$ cat src/hw/rtl/ssoca_pkg.sv
package ssoca_pkg;

  localparam logic [31:0] FULL_SCALE_CURRENT = 32'd4000000000;
  localparam int          MICROSTEP_EXP      = 8;

  localparam int PERMILLE_W   = 10;
  localparam int SMOOTH_SHIFT = 13;
  localparam int SLOPE_W      = 32 - SMOOTH_SHIFT;
  localparam int MAG_W        = 15;
  localparam int OVER_W       = 13;
  localparam int REM_W        = SMOOTH_SHIFT;

  localparam logic [PERMILLE_W-1:0] PERMILLE_MAX       = 10'd1000;
  localparam logic [PERMILLE_W-1:0] MAX_CURRENT_RESET  = 10'd1000;
  localparam logic [PERMILLE_W-1:0] HOLD_CURRENT_RESET = 10'd150;

  localparam logic [31:0] CURRENT_PER_PERMILLE = FULL_SCALE_CURRENT / 32'd1000;

  localparam logic signed [31:0] QUARTER_TURN     = 32'sd16384;
  localparam logic signed [31:0] NEG_QUARTER_TURN = -32'sd16384;
  localparam logic [16:0]        EIGHTH_TURN      = 17'd8192;
  localparam logic [16:0]        MICROSTEP        = 17'd1 << (16 - MICROSTEP_EXP);
  localparam logic [31:0]        LEAD_ANGLE       = 32'h4000_0000;

  typedef enum logic [0:0] {
    REG_MAX_CURRENT  = 1'b0,
    REG_HOLD_CURRENT = 1'b1
  } cfg_reg_t;

  typedef struct packed {
    logic [31:0]        cmax;
    logic [31:0]        chold;
    logic [SLOPE_W-1:0] slope;
  } limits_t;

  typedef struct packed {
    logic               update_valid;
    logic signed [31:0] position_error;
    logic [15:0]        actual_position;
    logic [15:0]        position_forecast;
    logic [31:0]        start_offset;
    logic [15:0]        target_position;
    logic               stepping;
  } update_t;

  typedef struct packed {
    logic [31:0] drive_angle;
    logic [31:0] drive_current;
  } drive_t;

  function automatic logic [31:0] scale_permille(input logic [PERMILLE_W-1:0] p);
    logic [PERMILLE_W-1:0]   sat;
    logic [PERMILLE_W+31:0]  prod;
    sat  = (p > PERMILLE_MAX) ? PERMILLE_MAX : p;
    prod = {32'd0, sat} * {{PERMILLE_W{1'b0}}, CURRENT_PER_PERMILLE};
    return prod[31:0];
  endfunction

  function automatic limits_t derive_limits(input logic [31:0] smax,
                                            input logic [31:0] shold);
    limits_t     l;
    logic [31:0] diff;
    l.cmax  = (smax < shold) ? shold : smax;
    l.chold = shold;
    diff    = l.cmax - shold;
    l.slope = diff[31:SMOOTH_SHIFT];
    return l;
  endfunction

endpackage

$ cat src/hw/rtl/ssoca_cfg.sv
module ssoca_cfg (
  input  logic                                clk,
  input  logic                                rst,
  input  logic                                cfg_we,
  input  logic [0:0]                          cfg_index,
  input  logic [ssoca_pkg::PERMILLE_W-1:0]    cfg_data,
  output ssoca_pkg::limits_t                  limits
);
  import ssoca_pkg::*;

  logic [31:0] max_scaled;
  logic [31:0] hold_scaled;

  always_ff @(posedge clk) begin
    if (rst) begin
      max_scaled  <= scale_permille(MAX_CURRENT_RESET);
      hold_scaled <= scale_permille(HOLD_CURRENT_RESET);
      limits      <= derive_limits(scale_permille(MAX_CURRENT_RESET),
                                   scale_permille(HOLD_CURRENT_RESET));
    end else begin
      if (cfg_we) begin
        case (cfg_reg_t'(cfg_index))
          REG_MAX_CURRENT:  max_scaled  <= scale_permille(cfg_data);
          REG_HOLD_CURRENT: hold_scaled <= scale_permille(cfg_data);
          default: ;
        endcase
      end
      limits <= derive_limits(max_scaled, hold_scaled);
    end
  end

endmodule

$ cat src/hw/rtl/ssoca_core.sv
module ssoca_core (
  input  logic                clk,
  input  logic                rst,
  input  logic                fire,
  input  ssoca_pkg::update_t  upd,
  input  ssoca_pkg::limits_t  limits,
  output ssoca_pkg::drive_t   result
);
  import ssoca_pkg::*;

  logic [31:0]      present_current;
  logic [REM_W-1:0] smoothing_remainder;

  logic               lead;
  logic [15:0]        fpos;
  logic [31:0]        base_angle;
  logic [31:0]        err_abs;
  logic [MAG_W-1:0]   mag;
  logic [16:0]        mag_ext;
  logic [16:0]        over_full;
  logic [OVER_W-1:0]  over;
  logic [31:0]        ramp;
  logic [31:0]        cur;
  logic               rise;
  logic signed [32:0] gap;
  logic signed [32:0] quarter;
  logic signed [33:0] acc;
  logic signed [33:0] whole;
  logic signed [33:0] eased;
  logic [31:0]        eased_clamped;
  logic [31:0]        present_next;
  logic [REM_W-1:0]   remainder_next;

  always_comb begin
    lead = (upd.position_error > QUARTER_TURN) || (upd.position_error < NEG_QUARTER_TURN);
    fpos = upd.actual_position + upd.position_forecast;
    base_angle = {(lead ? fpos : upd.target_position), 16'h0000} + upd.start_offset;

    err_abs   = upd.position_error[31] ? (32'd0 - upd.position_error) : upd.position_error;
    mag       = err_abs[MAG_W-1:0];
    mag_ext   = {{(17-MAG_W){1'b0}}, mag};
    over_full = mag_ext - MICROSTEP;
    over      = over_full[OVER_W-1:0];
    ramp      = limits.chold + (32'(limits.slope) * 32'(over));

    if (upd.stepping || mag_ext > EIGHTH_TURN) begin
      cur = limits.cmax;
    end else if (mag_ext <= MICROSTEP) begin
      cur = limits.chold;
    end else begin
      cur = ramp;
    end

    // falling current: quarter of the gap into the accumulator, floor rounding
    rise    = cur > present_current;
    gap     = $signed({1'b0, cur}) - $signed({1'b0, present_current});
    quarter = gap >>> 2;
    acc     = $signed({{(34-REM_W){1'b0}}, smoothing_remainder}) + {quarter[32], quarter};
    whole   = acc >>> SMOOTH_SHIFT;
    eased   = $signed({2'b00, present_current}) + whole;
    eased_clamped = eased[33] ? 32'd0 : eased[31:0];

    if (lead) begin
      present_next   = limits.cmax;
      remainder_next = smoothing_remainder;
      result.drive_angle = upd.position_error[31] ? (base_angle - LEAD_ANGLE)
                                                  : (base_angle + LEAD_ANGLE);
    end else if (rise) begin
      present_next   = cur;
      remainder_next = '0;
      result.drive_angle = base_angle;
    end else begin
      present_next   = eased_clamped;
      remainder_next = acc[REM_W-1:0];
      result.drive_angle = base_angle;
    end
    result.drive_current = present_next;
  end

  always_ff @(posedge clk) begin
    if (rst) begin
      present_current     <= '0;
      smoothing_remainder <= '0;
    end else if (fire) begin
      present_current     <= present_next;
      smoothing_remainder <= remainder_next;
    end
  end

endmodule

$ cat src/hw/rtl/stepper_semi_open_current_and_angle.sv
// Semi-open stepper drive: for each update transfer the block returns one
// electrical drive angle and coil current (none when update_valid is 0).
// An update is registered on entry, computed in one pass and held in an
// output register, so one transfer per cycle is sustained unless drive_ready
// stalls the output; the only loop is the present current and easing
// accumulator state, updated in that single pass. Current limits written on
// the configuration port take effect via the scaled, then limits registers.
module stepper_semi_open_current_and_angle (
  input  logic                             clk,
  input  logic                             rst,
  input  logic                             cfg_we,
  input  logic [0:0]                       cfg_index,
  input  logic [ssoca_pkg::PERMILLE_W-1:0] cfg_data,
  input  logic                             cmd_valid,
  output logic                             cmd_ready,
  input  logic                             update_valid,
  input  logic signed [31:0]               position_error,
  input  logic [15:0]                      actual_position,
  input  logic [15:0]                      position_forecast,
  input  logic [31:0]                      start_offset,
  input  logic [15:0]                      target_position,
  input  logic                             stepping,
  output logic                             drive_valid,
  input  logic                             drive_ready,
  output logic [31:0]                      drive_angle,
  output logic [31:0]                      drive_current
);
  import ssoca_pkg::*;

  limits_t limits;
  update_t upd;
  drive_t  result;
  logic    upd_valid;
  logic    upd_done;
  logic    fire;

  assign upd_done  = upd_valid && (!upd.update_valid || !drive_valid || drive_ready);
  assign fire      = upd_done && upd.update_valid;
  assign cmd_ready = !rst && (!upd_valid || upd_done);

  ssoca_cfg u_cfg (
    .clk       (clk),
    .rst       (rst),
    .cfg_we    (cfg_we),
    .cfg_index (cfg_index),
    .cfg_data  (cfg_data),
    .limits    (limits)
  );

  ssoca_core u_core (
    .clk    (clk),
    .rst    (rst),
    .fire   (fire),
    .upd    (upd),
    .limits (limits),
    .result (result)
  );

  always_ff @(posedge clk) begin
    if (rst) begin
      upd_valid <= 1'b0;
    end else if (cmd_ready) begin
      upd_valid <= cmd_valid;
    end
  end

  always_ff @(posedge clk) begin
    if (cmd_valid && cmd_ready) begin
      upd.update_valid      <= update_valid;
      upd.position_error    <= position_error;
      upd.actual_position   <= actual_position;
      upd.position_forecast <= position_forecast;
      upd.start_offset      <= start_offset;
      upd.target_position   <= target_position;
      upd.stepping          <= stepping;
    end
  end

  always_ff @(posedge clk) begin
    if (rst) begin
      drive_valid <= 1'b0;
    end else if (fire) begin
      drive_valid <= 1'b1;
    end else if (drive_ready) begin
      drive_valid <= 1'b0;
    end
  end

  always_ff @(posedge clk) begin
    if (fire) begin
      drive_angle   <= result.drive_angle;
      drive_current <= result.drive_current;
    end
  end

endmodule
$ cat config.mk
export PLATFORM = sky130hd
export DESIGN_NAME = stepper_semi_open_current_and_angle
export DESIGN_NICKNAME = d
export VERILOG_FILES = /design/src/hw/rtl/ssoca_pkg.sv /design/src/hw/rtl/ssoca_cfg.sv /design/src/hw/rtl/ssoca_core.sv /design/src/hw/rtl/stepper_semi_open_current_and_angle.sv
export SDC_FILE = /design/constraint.sdc
export NUM_CORES = 2
export LEC_CHECK = 0
export ABC_AREA = 0
export BUFFER_PORTS_ARGS = -buffer_cell sky130_fd_sc_hd__buf_2
export CAP_MARGIN = 10
export CORE_ASPECT_RATIO = 1.5
export CORE_MARGIN = 2
export CORE_UTILIZATION = 34
export CTS_CLUSTER_DIAMETER = 150
export CTS_CLUSTER_SIZE = 14
export DETAILED_ROUTE_END_ITERATION = 8
export PLACE_DENSITY = 0.57
export SLEW_MARGIN = 20
export SYNTH_ARGS = -nofsm -noshare
export SYNTH_HDL_FRONTEND = slang
export SYNTH_SLANG_ARGS = --single-unit
export TNS_END_PERCENT = 20
$ cat constraint.sdc
create_clock -name clk -period 16.56 [get_ports clk]
set_clock_uncertainty 0.15 [all_clocks]
set_input_delay 3.312 -clock clk [delete_from_list [all_inputs] [get_ports clk]]
set_output_delay 3.312 -clock clk [all_outputs]
set_load 0.005 [all_outputs]
Word-level counts from Yosys, hierarchy flattened
Index checks and enable logic that the tools add are counted.
{"block": "classes", "n_mux": 14, "eq_ne": 0, "div": 0, "shift": 0, "multipliers": 2, "reduce_logical": 17, "n_lt_le_gt_ge": 7, "addsub": 11, "n_bitwise": 2}
{"cell": "2-to-1 mux 32 bit", "count": 8}
{"cell": "adder 32 bit", "count": 2}
{"cell": "adder 33 x 19 -> 34 bit", "count": 1}
{"cell": "subtractor 32 x 32 -> 33 bit", "count": 1}
{"cell": "adder 14 x 31 -> 32 bit", "count": 1}
{"cell": "adder 32 x 31 -> 32 bit (second input constant)", "count": 1}
{"cell": "greater-than comparator 32 x 16 -> 1 bit (second input constant)", "count": 1}
{"cell": "greater-than comparator 32 bit", "count": 1}
{"cell": "< comparator 32 x 15 -> 1 bit (second input constant)", "count": 1}
{"cell": "< comparator 32 bit", "count": 1}
{"cell": "multiplier 19 x 13 -> 32 bit", "count": 1}
{"cell": "subtractor 32 x 31 -> 32 bit (second input constant)", "count": 1}
{"cell": "subtractor 32 bit", "count": 1}
{"cell": "multiplier 10 x 14 -> 24 bit (second input constant)", "count": 1}
{"cell": "adder 16 bit", "count": 1}
{"cell": "2-to-1 mux 16 bit", "count": 1}
{"cell": "greater-than comparator 15 x 14 -> 1 bit (second input constant)", "count": 1}
{"cell": "less-or-equal comparator 15 x 9 -> 1 bit (second input constant)", "count": 1}
{"cell": "2-to-1 mux 15 bit", "count": 1}
{"cell": "subtractor 1 x 15 -> 15 bit (first input constant)", "count": 1}
{"cell": "2-to-1 mux 13 bit", "count": 1}
{"cell": "subtractor 13 x 9 -> 13 bit (second input constant)", "count": 1}
{"cell": "greater-than comparator 10 bit (second input constant)", "count": 1}
{"cell": "2-to-1 mux 10 bit", "count": 1}
{"cell": "other kinds (7)", "count": 21}
{"block": "word_totals", "mem_bits_ro": 0, "memories": 0, "output_inout_bits": 66, "elab_cells": 71, "register_bits": 348, "latch_bits": 0, "inputBits": 130, "ram_bits": 0}

Logic depth before layout (Yosys ltp)
{"block": "logic_depth", "word_depth": 13, "depth_mapped": 61, "ltp_nobuf": 56}

Modules after synthesis
A second synthesis with hierarchy kept.
{"block": "unflattened", "hier_cells": 3557, "area_unflattened_um2": 31925.6}
{"module": "ssoca_core", "n_inst": 1, "seq_area_each_um2": 900.9, "cells_each": 2473, "area_each_um2": 18751.7}
{"module": "ssoca_cfg", "n_inst": 1, "seq_area_each_um2": 2302.2, "cells_each": 895, "area_each_um2": 7731.2}
{"module": "stepper_semi_open_current_and_angle", "n_inst": 1, "seq_area_each_um2": 5385.2, "cells_each": 189, "area_each_um2": 5442.7}

Worst setup path after synthesis
OpenSTA, ideal clock, no wires.
{"block": "synth_timing", "kind": "register to register", "start": "reg, netlist name upd[83]", "end": "reg u_core.present_current[2]", "synth_period_minus_slack_ns": 13.690, "setup_ns": 0.224, "path_slack_ns": 2.870, "stages_incl_launch_ff": 56, "n_path_buf": 5, "required_time_ns": 16.186, "arrival_ns": 13.316, "cell_sequence": "edfxtp_1 > or3_1 > clkbuf_1 > nor4_1 > a21oi_1 > o32ai_1 > mux2i_1 > o32ai_1 > xnor2_1 > clkbuf_1 > nand2_1 > fa_1 > fa_1 > inv_1 > fa_1 > fa_1 > fa_1 > inv_1 > [20 not listed] > nand4_1 > clkbuf_1 > nand2_1 > inv_1 > ha_1 > a21o_1 > a21o_1 > a21oi_1 > o21ai_0 > a31oi_1 > nand3_1 > a21oi_1 > nand2b_1 > buf_2 > buf_1 > nor3_1 > a211oi_1 > o32ai_1"}
{"block": "synth_via", "elab_chain_cells": 13, "word_cells_on_any_way": 20, "cone_classes": "6 x add/sub; 1 x mul; 5 x order compare; 6 x mux; 2 x reduce/logical"}
{"element": "subtractor 1 x 15 -> 15 bit", "line": "ssoca_core.sv:39", "rtl": "err_abs = upd.position_error[31] ? (32'd0 - upd.position_error) : upd.position_error;"}
{"element": "2-to-1 mux 15 bit", "line": "ssoca_core.sv:39"}
{"element": "subtractor 13 x 9 -> 13 bit", "line": "ssoca_core.sv:42", "rtl": "over_full = mag_ext - MICROSTEP;"}
{"element": "multiplier 19 x 13 -> 32 bit", "line": "ssoca_core.sv:44", "rtl": "ramp = limits.chold + (32'(limits.slope) * 32'(over));"}
{"element": "adder 32 bit", "line": "ssoca_core.sv:44"}
{"element": "2-to-1 mux 32 bit", "line": "ssoca_core.sv:48", "rtl": "end else if (mag_ext <= MICROSTEP) begin"}
{"element": "2-to-1 mux 32 bit", "line": "ssoca_core.sv:46", "rtl": "if (upd.stepping || mag_ext > EIGHTH_TURN) begin"}
{"element": "subtractor 32 x 32 -> 33 bit", "line": "ssoca_core.sv:56", "rtl": "gap = $signed({1'b0, cur}) - $signed({1'b0, present_current});"}
{"element": "adder 14 x 31 -> 32 bit", "line": "ssoca_core.sv:58", "rtl": "acc = $signed({{(34-REM_W){1'b0}}, smoothing_remainder}) + {quarter[32], quarter};"}
{"element": "adder 33 x 19 -> 34 bit", "line": "ssoca_core.sv:60", "rtl": "eased = $signed({2'b00, present_current}) + whole;"}
{"element": "2-to-1 mux 32 bit", "line": "ssoca_core.sv:61", "rtl": "eased_clamped = eased[33] ? 32'd0 : eased[31:0];"}
{"element": "2-to-1 mux 32 bit", "line": "ssoca_core.sv:68", "rtl": "end else if (rise) begin"}
{"element": "2-to-1 mux 32 bit *", "line": "ssoca_core.sv:63", "rtl": "if (lead) begin"}
{"element": "end signal: assignment", "line": "ssoca_core.sv:85", "rtl": "present_current <= present_next;"}
{"element": "end: declaration", "line": "ssoca_core.sv:11", "rtl": "logic [31:0] present_current;"}
Mark *: on every way between the ends. The rest lies on a longest branch, timed or not.
A chain may end at the register's enable or synchronous reset.

==> results <==
- The flow ran to the end, and the final reports show no timing, DRC or antenna violations.
- The wire-length estimate of the detail-placed layout is 73600 um.
- The register-to-register setup slack is 1.17 ns.
- Counting instances, the worst hold path has a depth of 0.
- The clock tree root driver cell is sky130_fd_sc_hd__clkbuf_16.
- The count of nets left with antenna violations after detail routing is 0.
- In the global route stage, overall resource usage came out at around a fifth.
- The clock drives 340 sinks.
- The total of flip-flops plus latches after synthesis is 340.
- The die is 377 um tall.
- The buffers inserted during post-CTS setup optimization is 0.
- The most common flop cell mapped by yosys is sky130_fd_sc_hd__edfxtp_1.
- At the end of routability-driven placement, the weighted congestion stood at 0.890.
- The number of antenna violations at the first check in global routing was 2.
- The floorplan has between 100 and 150 rows.
- In the final routed layout, each cell accounts on average for 19.3 um.
- Summing the sequential cell areas from Yosys gives 27.2% of the chip area.
- The highest attainable clock frequency is approximately 65 MHz.
- The worst path in the final design needs a cycle of roughly 15 ns, including I/O delays and setup.
- The via count of the routed design is roughly 25000.
- The layout has a little over 9000 filler cells.
- The delay contributed by the slowest stage of the critical path is about 0.86 ns.
- STA puts the critical path data arrival time at approximately 16 ns.
- The endpoint of the worst hold path is drive_angle[8].
- The synthesized design devotes to its leading area cell type roughly 17% of total area.
- The number of global-route vias before repair was ~26000.
- In this run, distinct cell masters in the synthesized netlist total 91.
- The worst setup path is of the flip-flop to flip-flop kind.
- Among all cell types in the netlist, the one instantiated most often is sky130_fd_sc_hd__inv_1.
- Setup repair after global routing left no endpoint under its margin.
- The clock-pin slew on the worst setup and hold paths is around 0.08 ns.
- TritonCTS built the clock tree.
- The dominant cell type by count on the critical path is sky130_fd_sc_hd__fa_1.
- The number of detailed-routing iterations run before antenna repair is 5.
- Once the floorplan was initialized, standard cells occupied about a third of the core.
- The first global-routing pass estimated around 150000 um of wire.
- The count of pins over their slew limit is 0.
- STA classifies the critical path endpoint as a flip-flop.
- Counting flops with a built-in enable in the synthesized netlist gives ~180.
- The average cell area after synthesis is 9.02 um2.
- For this run the aggregate overflow at the end of global routing stands at 0.
- The synthesized instance count is between 3000 and 4000.
- The leading area contributor after synthesis is sky130_fd_sc_hd__edfxtp_1.
- The worst hold path begins at upd[25].
- Along the worst path, the maximum fanout reaches 24.
- STA classifies the critical path startpoint as a flip-flop.
- The later pin in the worst-skew pair is clocked with a latency of between 0.6 and 0.7 ns.
- For the worst setup path, the data required time is between 15 and 20 ns.
- Using the TritonRoute via totals, the vias-per-cell ratio works out to 5.21.
- After floorplanning, the core was sized to cover roughly 90000 um2.
- The cell with the biggest individual delay on the critical path is sky130_fd_sc_hd__xnor2_1.
- Setup violations remaining at the end of the flow were counted as 0.
- At the pin with the least slew margin, the transition time is 1.08 ns.
- The number of buffer and inverter stages on the critical path is 4.
- Clock tree synthesis inserted a total of 28 buffers.
- The count of synthesis-stage warnings from yosys is 0.
- The number of antenna diodes in the final layout is 0.
- The overall die area is between 90000 and 100000 um2.
- The layout-stage area growth over the synthesis result is 9.41%.
- The boundary pin count is a little under 200.
- In this run the tightest slew margin relative to its limit is 27.4%.
- CTS built an H-tree with a depth of 1.
- Sorting the synthesized cells by area gives the leading types as sky130_fd_sc_hd__edfxtp_1 17%, sky130_fd_sc_hd__fa_1 15%, sky130_fd_sc_hd__ha_1 12%, sky130_fd_sc_hd__dfxtp_1 10%, sky130_fd_sc_hd__inv_1 5.7%.
- The capture point of the worst reg-to-reg path is drive_current[31].
- The min-delay analysis places its worst path in the category flip-flop to flip-flop.
- The DRC marker count from the first detailed-route iteration is about 1300.
- After the last flow step, the layout net total stands at 4294.
- Entering global routing, the biggest net connects 63 pins.
- Max-cap violations in this run came to 0.
- The total DRC errors in the routed layout is 0.
- The final hold slack is 0.265 ns.
- The maximum number of buffers from clock root to sink is 3.
- When the netlist entered floorplanning its net count stood at between 4000 and 5000.
- The final-report hold violation count came to 0.
- Buffers inserted to repair hold after CTS numbered 0.
- Wires add up to between 90000 and 100000 um.
- The die width is around 250 um.
- The count of buffers added on input and output ports is roughly 200.
- By count the netlist is led by 481 x sky130_fd_sc_hd__inv_1, 397 x sky130_fd_sc_hd__nand2_1, 310 x sky130_fd_sc_hd__ha_1, 239 x sky130_fd_sc_hd__fa_1, 180 x sky130_fd_sc_hd__a21oi_1.
- The mapped netlist covers 31500 um2.
- The reg-to-reg startpoint is upd[81].
- The async set-reset flop share out of synthesis is 0%.
- The cell family contributing the most delay on the critical path is compound AO/OA/AOI/OAI gates.
- Summed over all failing endpoints, the final setup total negative slack is 0 ns.
- The portion of the clock cycle consumed by the worst path in the final layout is approximately 93%.
- Cells with a size suffix above 1 make up a little under a tenth of the layout.
- The logic depth of the worst register-to-register path is 47.
layer usage:
layer / track usage, % / vias up / part of all wire, %
met3: 1.75 / 192 / 3.7
met4: 9.78 / 0 / 5.6
li1: - / 12200 / -
met5: 0 / - / 0
met1: 22.7 / 12100 / 39
met2: 36.2 / 578 / 51
sequential cells by signal, indices dropped and copies added, names as in the netlist:
name	flops
u_cfg.hold_scaled	24
u_cfg.max_scaled	24
u_cfg.limits	67
u_core.smoothing_remainder	13
drive_angle	32
upd_valid	1
u_core.present_current	32
drive_current	32
upd	114
drive_valid	1
area by class of cell:
cell class	instances	area [um2]	area share, %
Clock buffer	47	772	2.24
Inverter	483	1820	5.26
Clock inverter	3	43.8	0.127
Timing Repair Buffer	229	1230	3.58
Multi-Input combinational cell	2533	20600	59.7
Sequential cell	340	8590	24.9
Tap cell	1173	1470	4.25
placed cells by master, fill, tap and decap left out, types with 59 or more instances in the layout:
cell	n
sky130_fd_sc_hd__a21o_1	70
sky130_fd_sc_hd__a21oi_1	180
sky130_fd_sc_hd__and2_1	131
sky130_fd_sc_hd__buf_2	194
sky130_fd_sc_hd__dfxtp_1	162
sky130_fd_sc_hd__edfxtp_1	178
sky130_fd_sc_hd__fa_1	239
sky130_fd_sc_hd__ha_1	310
sky130_fd_sc_hd__inv_1	480
sky130_fd_sc_hd__nand2_1	397
sky130_fd_sc_hd__nand3_1	59
sky130_fd_sc_hd__nor2_1	165
sky130_fd_sc_hd__nor3_1	59
sky130_fd_sc_hd__o21ai_0	122
sky130_fd_sc_hd__xnor2_1	108
sky130_fd_sc_hd__xor2_1	61
worst max path at each step:
stage	to	slack (ns)	cells past startpoint	start
after floorplan	u_core.present_current[2]	2.87	55	upd[83]
after global placement	drive_current[31]	0.74	47	upd[83]
after detailed placement	drive_current[31]	0.70	48	upd[82]
after CTS	drive_current[31]	0.67	48	upd[82]
after global routing	drive_current[29]	0.17	52	upd[82]
final	drive_current[31]	1.17	47	upd[81]
metrics by stage:
| step | utilization (%) | setup WS, ns | area (um2) | instances |
|---|---|---|---|---|
| after floorplan | - | 2.87 | 31500 | 3497 |
| after global placement | 36.7 | 0.743 | 33700 | 4758 |
| after detailed placement | 36.7 | 0.703 | 33700 | 4758 |
| after CTS | 37.6 | 0.668 | 34500 | 4808 |
| after global routing | 37.6 | 0.170 | 34500 | 4808 |
| final | 37.6 | 1.17 | 34500 | 4808 |
what timing repair did:
| action | in CTS | in global routing |
|---|---|---|
| hold endpoints to repair | 0 | 0 |
| endpoints found under the setup margin | 0 | 40 |
| gates resized for setup | 0 | 3 |
cells by family after synthesis:
kind of cell / after synthesis / share of synthesized area (%)
flip-flops: 340 / 27.2
AO/OA/AOI/OAI: 721 / 15.1
adder cells (fa/ha/maj): 549 / 27.5
multiplexers: 48 / 1.63
XOR/XNOR: 171 / 4.79
AND/OR/NAND/NOR: 1044 / 16.2
buffers and inverters: 624 / 7.63
Power is left out: the tool's default activity adds up to more than one toggle a clock period on the data nets, which glitch-free logic cannot reach.
